===== src/hw/rtl/rbd_pkg.sv =====
// ----------------------------------------------------------------------------
// rbd_pkg: shared types and helpers for the RGB565 2x2 box downscaler
// Item structs, configuration layout, channel widening functions.
// ----------------------------------------------------------------------------
package rbd_pkg;

    localparam int MAX_LINE_PIXELS_DEF  = 256;
    localparam int COL_W                = 8;
    localparam int ROW_W                = 8;
    localparam int COL_SPAN             = 1 << COL_W;
    localparam int SUM_W                = 9;
    localparam int CH_W                 = 8;
    localparam int CFG_INDEX_W          = 2;
    localparam int CFG_DATA_W           = 9;

    localparam logic [CFG_INDEX_W-1:0] CFG_LINE_PIXELS = 2'd0;
    localparam logic [CFG_INDEX_W-1:0] CFG_OUT_COLS    = 2'd1;
    localparam logic [CFG_INDEX_W-1:0] CFG_OUT_ROWS    = 2'd2;

    localparam logic [8:0] LINE_PIXELS_RST   = 9'd96;
    localparam logic [7:0] OUT_COLS_RST      = 8'd48;
    localparam logic [7:0] OUT_ROWS_RST      = 8'd48;
    localparam logic [8:0] ROW_LEN_MIN       = 9'd2;
    localparam logic [ROW_W-1:0] ROW_LAST    = 8'd255;

    typedef struct packed {
        logic [15:0] pixel;
        logic        frame_start;
    } cam_item_t;

    typedef struct packed {
        logic [CH_W-1:0] red;
        logic [CH_W-1:0] green;
        logic [CH_W-1:0] blue;
        logic            frame_done;
    } blk_item_t;

    typedef struct packed {
        logic [SUM_W-1:0] r;
        logic [SUM_W-1:0] g;
        logic [SUM_W-1:0] b;
    } sum_t;

    typedef struct packed {
        logic frame_done;
        sum_t bottom;
    } stage_t;

    typedef struct packed {
        logic [8:0] line_pixels;
        logic [7:0] out_cols;
        logic [7:0] out_rows;
    } cfg_t;

    // floor(v*255/31) = 8v + floor(7v/31); the fraction steps at fixed thresholds
    function automatic logic [CH_W-1:0] expand5(input logic [4:0] v);
        logic [2:0] f;
        f = 3'd0;
        if (v >= 5'd5)  f = 3'd1;
        if (v >= 5'd9)  f = 3'd2;
        if (v >= 5'd14) f = 3'd3;
        if (v >= 5'd18) f = 3'd4;
        if (v >= 5'd23) f = 3'd5;
        if (v >= 5'd27) f = 3'd6;
        if (v >= 5'd31) f = 3'd7;
        return {v, 3'b000} + {5'b00000, f};
    endfunction

    // floor(v*255/63) = 4v + floor(v/21)
    function automatic logic [CH_W-1:0] expand6(input logic [5:0] v);
        logic [1:0] f;
        f = 2'd0;
        if (v >= 6'd21) f = 2'd1;
        if (v >= 6'd42) f = 2'd2;
        if (v >= 6'd63) f = 2'd3;
        return {v, 2'b00} + {6'b000000, f};
    endfunction

endpackage


===== src/hw/rtl/rbd_ram.sv =====
// ----------------------------------------------------------------------------
// rbd_ram: generic simple dual-port RAM
// One write port, one read port, read data registered.
// ----------------------------------------------------------------------------
module rbd_ram #(
    parameter int WIDTH = 27,
    parameter int DEPTH = 128,
    parameter int ADDR_W = (DEPTH > 1) ? $clog2(DEPTH) : 1
) (
    input  logic              clk,
    input  logic              we,
    input  logic [ADDR_W-1:0] waddr,
    input  logic [WIDTH-1:0]  wdata,
    input  logic              re,
    input  logic [ADDR_W-1:0] raddr,
    output logic [WIDTH-1:0]  rdata
);

    logic [WIDTH-1:0] mem_reg [DEPTH];
    logic [WIDTH-1:0] rdata_reg;

    always_ff @(posedge clk)
    begin
        if (we)
        begin
            mem_reg[waddr] <= wdata;
        end
        if (re)
        begin
            rdata_reg <= mem_reg[raddr];
        end
    end

    assign rdata = rdata_reg;

endmodule


===== src/hw/rtl/rbd_accum.sv =====
// ----------------------------------------------------------------------------
// rbd_accum: position tracking, channel widening and pair accumulation
// Writes top-row pair sums to the line store, issues reads on bottom rows.
// ----------------------------------------------------------------------------
module rbd_accum #(
    parameter int ROW_CAP = rbd_pkg::MAX_LINE_PIXELS_DEF,
    parameter int ADDR_W  = 7
) (
    input  logic                clk,
    input  logic                rst_n,
    input  rbd_pkg::cfg_t       cfg,
    input  logic                cam_valid,
    output logic                cam_ready,
    input  rbd_pkg::cam_item_t  cam_item,
    input  logic                s1_move,
    output logic                s1_valid,
    output rbd_pkg::stage_t     s1_data,
    output logic                ram_we,
    output logic                ram_re,
    output logic [ADDR_W-1:0]   ram_addr,
    output rbd_pkg::sum_t       ram_wdata
);

    localparam logic [8:0] ROW_CAP_V = 9'(ROW_CAP);

    logic [rbd_pkg::COL_W-1:0] col_reg, col_next;
    logic [rbd_pkg::ROW_W-1:0] row_reg, row_next;
    rbd_pkg::sum_t             pair_reg, pair_next;
    logic                      s1_valid_reg, s1_valid_next;
    rbd_pkg::stage_t           s1_data_reg, s1_data_next;

    logic                      accept;
    logic [rbd_pkg::COL_W-1:0] col;
    logic [rbd_pkg::ROW_W-1:0] row;
    logic [6:0]                bx;
    logic [6:0]                by;
    logic                      wanted;
    logic                      done;
    logic [rbd_pkg::CH_W-1:0]  r8, g8, b8;
    rbd_pkg::sum_t             pix, pair_sum;
    logic [8:0]                len;
    logic                      row_end;

    assign cam_ready = !s1_valid_reg || s1_move;
    assign accept    = cam_valid && cam_ready;

    always_comb
    begin
        col = cam_item.frame_start ? '0 : col_reg;
        row = cam_item.frame_start ? '0 : row_reg;
        bx  = col[rbd_pkg::COL_W-1:1];
        by  = row[rbd_pkg::ROW_W-1:1];
        wanted = ({1'b0, bx} < cfg.out_cols) && ({1'b0, by} < cfg.out_rows);
        done   = (({1'b0, bx} + 8'd1) == cfg.out_cols) &&
                 (({1'b0, by} + 8'd1) == cfg.out_rows);

        r8 = rbd_pkg::expand5(cam_item.pixel[15:11]);
        g8 = rbd_pkg::expand6(cam_item.pixel[10:5]);
        b8 = rbd_pkg::expand5(cam_item.pixel[4:0]);
        pix.r = {1'b0, r8};
        pix.g = {1'b0, g8};
        pix.b = {1'b0, b8};
        pair_sum.r = pair_reg.r + pix.r;
        pair_sum.g = pair_reg.g + pix.g;
        pair_sum.b = pair_reg.b + pix.b;

        // effective row length clamped to [2, cap]
        if (cfg.line_pixels < rbd_pkg::ROW_LEN_MIN)
            len = rbd_pkg::ROW_LEN_MIN;
        else if (cfg.line_pixels > ROW_CAP_V)
            len = ROW_CAP_V;
        else
            len = cfg.line_pixels;
        row_end = ({1'b0, col} + 9'd1) >= len;
    end

    always_comb
    begin
        col_next      = col_reg;
        row_next      = row_reg;
        pair_next     = pair_reg;
        s1_valid_next = s1_valid_reg;
        s1_data_next  = s1_data_reg;
        if (accept)
        begin
            pair_next = col[0] ? pair_sum : pix;
            if (row_end)
            begin
                col_next = '0;
                row_next = (row != rbd_pkg::ROW_LAST) ? row + 8'd1 : row;
            end
            else
            begin
                col_next = col + 8'd1;
                row_next = row;
            end
            s1_valid_next     = col[0] && row[0] && wanted;
            s1_data_next      = {done, pair_sum};
        end
        else if (s1_move)
        begin
            s1_valid_next = 1'b0;
        end
    end

    assign ram_we    = accept && col[0] && !row[0] && wanted;
    assign ram_re    = accept && col[0] && row[0] && wanted;
    assign ram_addr  = bx[ADDR_W-1:0];
    assign ram_wdata = pair_sum;

    always_ff @(posedge clk or negedge rst_n)
    begin
        if (!rst_n)
        begin
            col_reg      <= '0;
            row_reg      <= '0;
            pair_reg     <= '0;
            s1_valid_reg <= 1'b0;
        end
        else
        begin
            col_reg      <= col_next;
            row_reg      <= row_next;
            pair_reg     <= pair_next;
            s1_valid_reg <= s1_valid_next;
        end
    end

    always_ff @(posedge clk)
    begin
        s1_data_reg <= s1_data_next;
    end

    assign s1_valid = s1_valid_reg;
    assign s1_data  = s1_data_reg;

endmodule


===== src/hw/rtl/rbd_emit.sv =====
// ----------------------------------------------------------------------------
// rbd_emit: block sum and average, output register
// Adds the stored top-row pair to the bottom pair and holds the result item.
// ----------------------------------------------------------------------------
module rbd_emit (
    input  logic                clk,
    input  logic                rst_n,
    input  logic                s1_valid,
    input  rbd_pkg::stage_t     s1_data,
    input  rbd_pkg::sum_t       ram_rdata,
    output logic                s1_move,
    output logic                blk_valid,
    input  logic                blk_ready,
    output rbd_pkg::blk_item_t  blk_item
);

    logic                blk_valid_reg, blk_valid_next;
    rbd_pkg::blk_item_t  blk_item_reg, blk_item_next;
    logic [9:0]          sr, sg, sb;

    assign s1_move = !blk_valid_reg || blk_ready;

    always_comb
    begin
        sr = {1'b0, ram_rdata.r} + {1'b0, s1_data.bottom.r};
        sg = {1'b0, ram_rdata.g} + {1'b0, s1_data.bottom.g};
        sb = {1'b0, ram_rdata.b} + {1'b0, s1_data.bottom.b};
    end

    always_comb
    begin
        blk_valid_next = s1_move ? s1_valid : blk_valid_reg;
        blk_item_next  = blk_item_reg;
        if (s1_move && s1_valid)
        begin
            blk_item_next.red        = sr[9:2];
            blk_item_next.green      = sg[9:2];
            blk_item_next.blue       = sb[9:2];
            blk_item_next.frame_done = s1_data.frame_done;
        end
    end

    always_ff @(posedge clk or negedge rst_n)
    begin
        if (!rst_n)
        begin
            blk_valid_reg <= 1'b0;
        end
        else
        begin
            blk_valid_reg <= blk_valid_next;
        end
    end

    always_ff @(posedge clk)
    begin
        blk_item_reg <= blk_item_next;
    end

    assign blk_valid = blk_valid_reg;
    assign blk_item  = blk_item_reg;

endmodule


===== src/hw/rtl/rgb565_box_downscale_2x_core.sv =====
// ----------------------------------------------------------------------------
// rgb565_box_downscale_2x_core: 2x2 box downscaler, RGB565 in, RGB888 out
// Throughput: one pixel item per cycle, with or without results, unless
// blk_ready stalls the output and holds off cam_ready. Pipeline: two register
// stages (line store read, then output register) lie between a bottom-right
// pixel and its block item. Reset: position, pair sum, config, handshake state
// reset at once; the line store is not cleared, entries undefined until written.
// ----------------------------------------------------------------------------
module rgb565_box_downscale_2x_core #(
    parameter int MAX_LINE_PIXELS = rbd_pkg::MAX_LINE_PIXELS_DEF
) (
    input  logic                               clk,
    input  logic                               rst_n,
    input  logic                               cam_valid,
    output logic                               cam_ready,
    input  rbd_pkg::cam_item_t                 cam_item,
    output logic                               blk_valid,
    input  logic                               blk_ready,
    output rbd_pkg::blk_item_t                 blk_item,
    input  logic                               cfg_valid,
    output logic                               cfg_ready,
    input  logic [rbd_pkg::CFG_INDEX_W-1:0]    cfg_index,
    input  logic [rbd_pkg::CFG_DATA_W-1:0]     cfg_data
);

    localparam int ROW_CAP = (MAX_LINE_PIXELS > rbd_pkg::COL_SPAN) ? rbd_pkg::COL_SPAN :
                             ((MAX_LINE_PIXELS < 2) ? 2 : MAX_LINE_PIXELS);
    localparam int DEPTH   = (ROW_CAP + 1) / 2;
    localparam int ADDR_W  = (DEPTH > 1) ? $clog2(DEPTH) : 1;

    rbd_pkg::cfg_t    cfg_reg, cfg_next;
    logic             s1_move;
    logic             s1_valid;
    rbd_pkg::stage_t  s1_data;
    logic             ram_we;
    logic             ram_re;
    logic [ADDR_W-1:0] ram_addr;
    rbd_pkg::sum_t    ram_wdata;
    rbd_pkg::sum_t    ram_rdata;

    assign cfg_ready = 1'b1;

    always_comb
    begin
        cfg_next = cfg_reg;
        if (cfg_valid && cfg_ready)
        begin
            case (cfg_index)
                rbd_pkg::CFG_LINE_PIXELS: cfg_next.line_pixels = cfg_data;
                rbd_pkg::CFG_OUT_COLS:    cfg_next.out_cols    = cfg_data[7:0];
                rbd_pkg::CFG_OUT_ROWS:    cfg_next.out_rows    = cfg_data[7:0];
                default:                  cfg_next = cfg_reg;
            endcase
        end
    end

    always_ff @(posedge clk or negedge rst_n)
    begin
        if (!rst_n)
        begin
            cfg_reg.line_pixels <= rbd_pkg::LINE_PIXELS_RST;
            cfg_reg.out_cols    <= rbd_pkg::OUT_COLS_RST;
            cfg_reg.out_rows    <= rbd_pkg::OUT_ROWS_RST;
        end
        else
        begin
            cfg_reg <= cfg_next;
        end
    end

    rbd_accum #(
        .ROW_CAP (ROW_CAP),
        .ADDR_W  (ADDR_W)
    ) u_accum (
        .clk       (clk),
        .rst_n     (rst_n),
        .cfg       (cfg_reg),
        .cam_valid (cam_valid),
        .cam_ready (cam_ready),
        .cam_item  (cam_item),
        .s1_move   (s1_move),
        .s1_valid  (s1_valid),
        .s1_data   (s1_data),
        .ram_we    (ram_we),
        .ram_re    (ram_re),
        .ram_addr  (ram_addr),
        .ram_wdata (ram_wdata)
    );

    rbd_ram #(
        .WIDTH  ($bits(rbd_pkg::sum_t)),
        .DEPTH  (DEPTH),
        .ADDR_W (ADDR_W)
    ) u_line (
        .clk   (clk),
        .we    (ram_we),
        .waddr (ram_addr),
        .wdata (ram_wdata),
        .re    (ram_re),
        .raddr (ram_addr),
        .rdata (ram_rdata)
    );

    rbd_emit u_emit (
        .clk       (clk),
        .rst_n     (rst_n),
        .s1_valid  (s1_valid),
        .s1_data   (s1_data),
        .ram_rdata (ram_rdata),
        .s1_move   (s1_move),
        .blk_valid (blk_valid),
        .blk_ready (blk_ready),
        .blk_item  (blk_item)
    );

endmodule


===== config.mk =====
export PLATFORM = sky130hd
export DESIGN_NAME = rgb565_box_downscale_2x_core
export DESIGN_NICKNAME = d
export VERILOG_FILES = /design/src/hw/rtl/rbd_pkg.sv /design/src/hw/rtl/rbd_ram.sv /design/src/hw/rtl/rbd_accum.sv /design/src/hw/rtl/rbd_emit.sv /design/src/hw/rtl/rgb565_box_downscale_2x_core.sv
export SDC_FILE = /design/constraint.sdc
export NUM_CORES = 2
export LEC_CHECK = 0
export ABC_AREA = 1
export BUFFER_PORTS_ARGS = -buffer_cell sky130_fd_sc_hd__buf_2
export CORE_MARGIN = 5
export CORE_UTILIZATION = 50
export CTS_CLUSTER_DIAMETER = 120
export CTS_CLUSTER_SIZE = 12
export DETAILED_ROUTE_END_ITERATION = 10
export PLACE_DENSITY = 0.65
export SLEW_MARGIN = 10
export SYNTH_ARGS = -nofsm -noshare
export SYNTH_HDL_FRONTEND = slang
export SYNTH_SLANG_ARGS = --single-unit

===== constraint.sdc =====
create_clock -name clk -period 10.5 [get_ports clk]
set_input_delay 0.525 -clock clk [delete_from_list [all_inputs] [get_ports clk]]
set_output_delay 0.525 -clock clk [all_outputs]
set_load 0.03 [all_outputs]

==> results by group <==
Yosys
  – Sequential area share after synthesis: 71.5%
  – Top-area cell type share of the netlist area: 70.3%
  – Largest area contributor in the netlist: edfxtp_1
  – Synth area leaders: edfxtp_1 (70%), nand2_1 (19%), a21oi_1 (1.8%), buf_2 (1.3%), dfrtp_1 (1.1%)
  – Netlist cell types: 51
  – Yosys warning total: 0
  – Syn_nets: 14204
  – Cell Area, Synth: 151000 um^2
  – Post-Syn Instances: 14093
  – Synth Area per Inst: 10.7 um^2
  – FF+latch count, synth: 3606

Power
  – Internal: 0.0255 W
  – Net Sw Frac: 31.1%
  – Clk network pwr share: 29.9%
  – Max VDD drop: 0.230 mV
  – Reg power frac: 49.7%
  – Logic pwr share: 20.3%
  – NetSw: 0.0115 W
  – Leak: 64.3 nW
  – Power per Cell Area: 223 nW/um^2

Place
  – Pre-CTS setup slack: 4.47 ns
  – Detailed placement HPWL: 258 mm
  – Port bufs: 59
  – Final Wtd Congestion: 0.930

Final layout
  – FILL cells: 25082
  – Max FFs per register: 3456
  – Most common cell after layout, fill and taps aside: nand2_1
  – Share of cells above drive strength 1: 6.53%
  – Final nets: 14189
  – Commonest non-fill, non-tap cells in the layout: nand2_1 (7826), edfxtp_1 (3536), a21oi_1 (530), clkbuf_16 (343), o21ai_0 (300)
  – Area growth, synth to finish: 9.71%

Global route
  – GRT Total Usage: 28.0%
  – Pin count of the biggest net entering global routing: 175
  – Vias in the first global route: 93175
  – First-pass GRT wire length: 649 mm
  – Initial antenna violation count: 25
  – Grt total ovfl: 0

Clock tree
  – CTS tree: yes
  – Total CTS buffers: 338
  – Clock root buffer: clkbuf_16
  – Clock Latency Late Sink: 0.96 ns
  – H-tree levels: 5
  – Clk sinks: 3606
  – Clk pin slew, worst setup/hold paths: 0.07 ns
  – Maximum clock insertion buffer count: 4

Detailed routing
  – Routed vias: 101910
  – Iter 0 DRT Violations: 13966
  – Wire length per cell: 24.9 um
  – Final wirelength: 451 mm
  – TritonRoute pass-1 iters: 6
  – DRC Markers: 0
  – Post-route ant nets: 0
  – Via density: 5.63

Timing
  – Setup ws final: 5.03 ns
  – Slew margin rel.: 14.6%
  – Slew @ Worst Pin: 1.27 ns
  – RSZ-0062 raised after global routing: no
  – Final hold vios: 0
  – Fmax achieved: 183 MHz
  – Period Utilization, post-route: 52.1%
  – Slew Viols, Final: 0
  – Worst hold slack: 0.0500 ns
  – Minimum clock period: 5.47 ns
  – Setup_tns: 0 ns
  – Final Setup Violations: 0
  – Worst-case clock skew: 0.0599 ns

Floorplan
  – Die area: 313000 um^2
  – Die X: 559 um
  – Boundary pin count: 61
  – Rows: 201
  – Height of the die: 559 um
  – CORE AREA: 300000 um^2
  – Initial Util: 50.3%

Worst hold path
  – Worst min path class: primary input to flip-flop

Critical path
  – CP max FO: 136
  – CP Class: flip-flop to flip-flop
  – CP required: 11.32 ns
  – Arr. time, crit path: 6.28 ns
  – Crit. End Element: flip-flop
  – CP Launch Type: flip-flop

Run
  – Max-cap violations: 0

Outcome
  – Status: finished clean
through the flow:
step | power, W | cell area, um^2 | cells | util [%]
2_1_floorplan | 0.0228 | 151000 | 14093 | -
3_3_place_gp | 0.0260 | 156000 | 17670 | 52.0
3_5_place_dp | 0.0261 | 156000 | 17670 | 52.0
4_1_cts | 0.0369 | 166000 | 18093 | 55.1
5_1_grt | 0.0381 | 166000 | 18095 | 55.1
6_report | 0.0369 | 166000 | 18108 | 55.1
path summary, 6_finish.rpt:
check	from	endpoint	slack [ns]	depth (start not counted)
max in group asynchronous	rst_n	u_accum.col_reg[1]	9.47	2
min in group asynchronous	rst_n	u_accum.pair_reg[12]	0.30	2
worst max register to register	u_accum.col_reg[1]	u_line.rdata[10]	5.03	18
worst min register to register	u_accum.s1_data[27]	u_emit.blk_item[0]	0.46	0
worst min-delay path	cam_item[3]	u_accum.pair_reg[5]	0.05	3
worst max-delay path	u_accum.col_reg[1]	u_line.rdata[10]	5.03	18
cell usage after synthesis, drive strengths merged:
master / count
edfxtp: 3536
o21bai: 1
nand3: 178
a22o: 1
nor4: 2
or2: 14
o211ai: 32
nand2: 7834
fa: 3
a21boi: 1
inv: 178
xor2: 50
a31oi: 4
o31ai: 3
a211oi: 3
nand4: 38
dfrtp: 64
a21oi: 531
and2: 4
o21a: 7
clkinv: 3
xnor2: 12
o221ai: 4
nand3b: 4
clkbuf: 221
o2111ai: 2
nor2: 443
buf: 486
conb: 1
o22ai: 3
a21o: 8
a22oi: 2
dfstp: 6
o21ai: 330
nor3: 9
ha: 75
cell families (layout without fill, tap and decap cells):
family | count (synthesis) | after routing | synth area share, %
AOI/OAI and AO/OA | 932 | 932 | 3.22
adders and majority gates | 78 | 78 | 0.661
and+or+nand+nor | 8526 | 8526 | 21.6
DFF | 3606 | 3606 | 71.5
other | 1 | 16 | 0.00248
buffers and inverters | 888 | 930 | 2.64
xor gates and xnor gates | 62 | 62 | 0.360
layer usage:
| layer | wire length, um | global-route usage, % |
|---|---|---|
| met1 | 176000 | 39.0 |
| met2 | 203000 | 42.8 |
| met3 | 48900 | 5.51 |
| met4 | 23100 | 12.6 |
| met5 | 29 | 0 |
power groups by stage:
stage	clock, W	sequential, W	combinational [W]
final	0.0110	0.0184	0.00751
after global routing	0.0117	0.0184	0.00803
after CTS	0.0112	0.0184	0.00744
after detailed placement	0	0.0187	0.00742
after global placement	0	0.0187	0.00734
after floorplan	0	0.0190	0.00384
layout make-up:
type	instances	area [um^2]	area share [%]
Clock inverter	22	529	0.320
Tap cell	3958	4950	2.99
Timing Repair Buffer	352	2860	1.73
Multi-Input combinational cell	9599	39900	24.1
Clock buffer	375	8700	5.26
Sequential cell	3606	108000	65.2
Inverter	181	698	0.422
Antenna cell	15	37.5	0.0227
worst max-delay path: stages, from the launching register on:
cell and delay (ns):
dfrtp_4 0.57, buf_4 0.59, inv_2 0.22, nor2_4 0.33, buf_4 0.56, buf_12 0.45
buf_4 0.84, nand2_1 0.12, nand2_1 0.10, nand2_1 0.05, nand2_1 0.12, nand2_1 0.05
nand2_1 0.16, nand2_1 0.08, nand2_1 0.10, nor2_1 0.07, nor2_1 0.36, nor2_1 0.10
nand2_1 0.07
repair_timing:
item	CTS	global route
resized for setup	0	0
hold endpoints to repair	106	0
hold buffers	26	0
buffers inserted	0	0
Power figures use the tool's default switching activity.
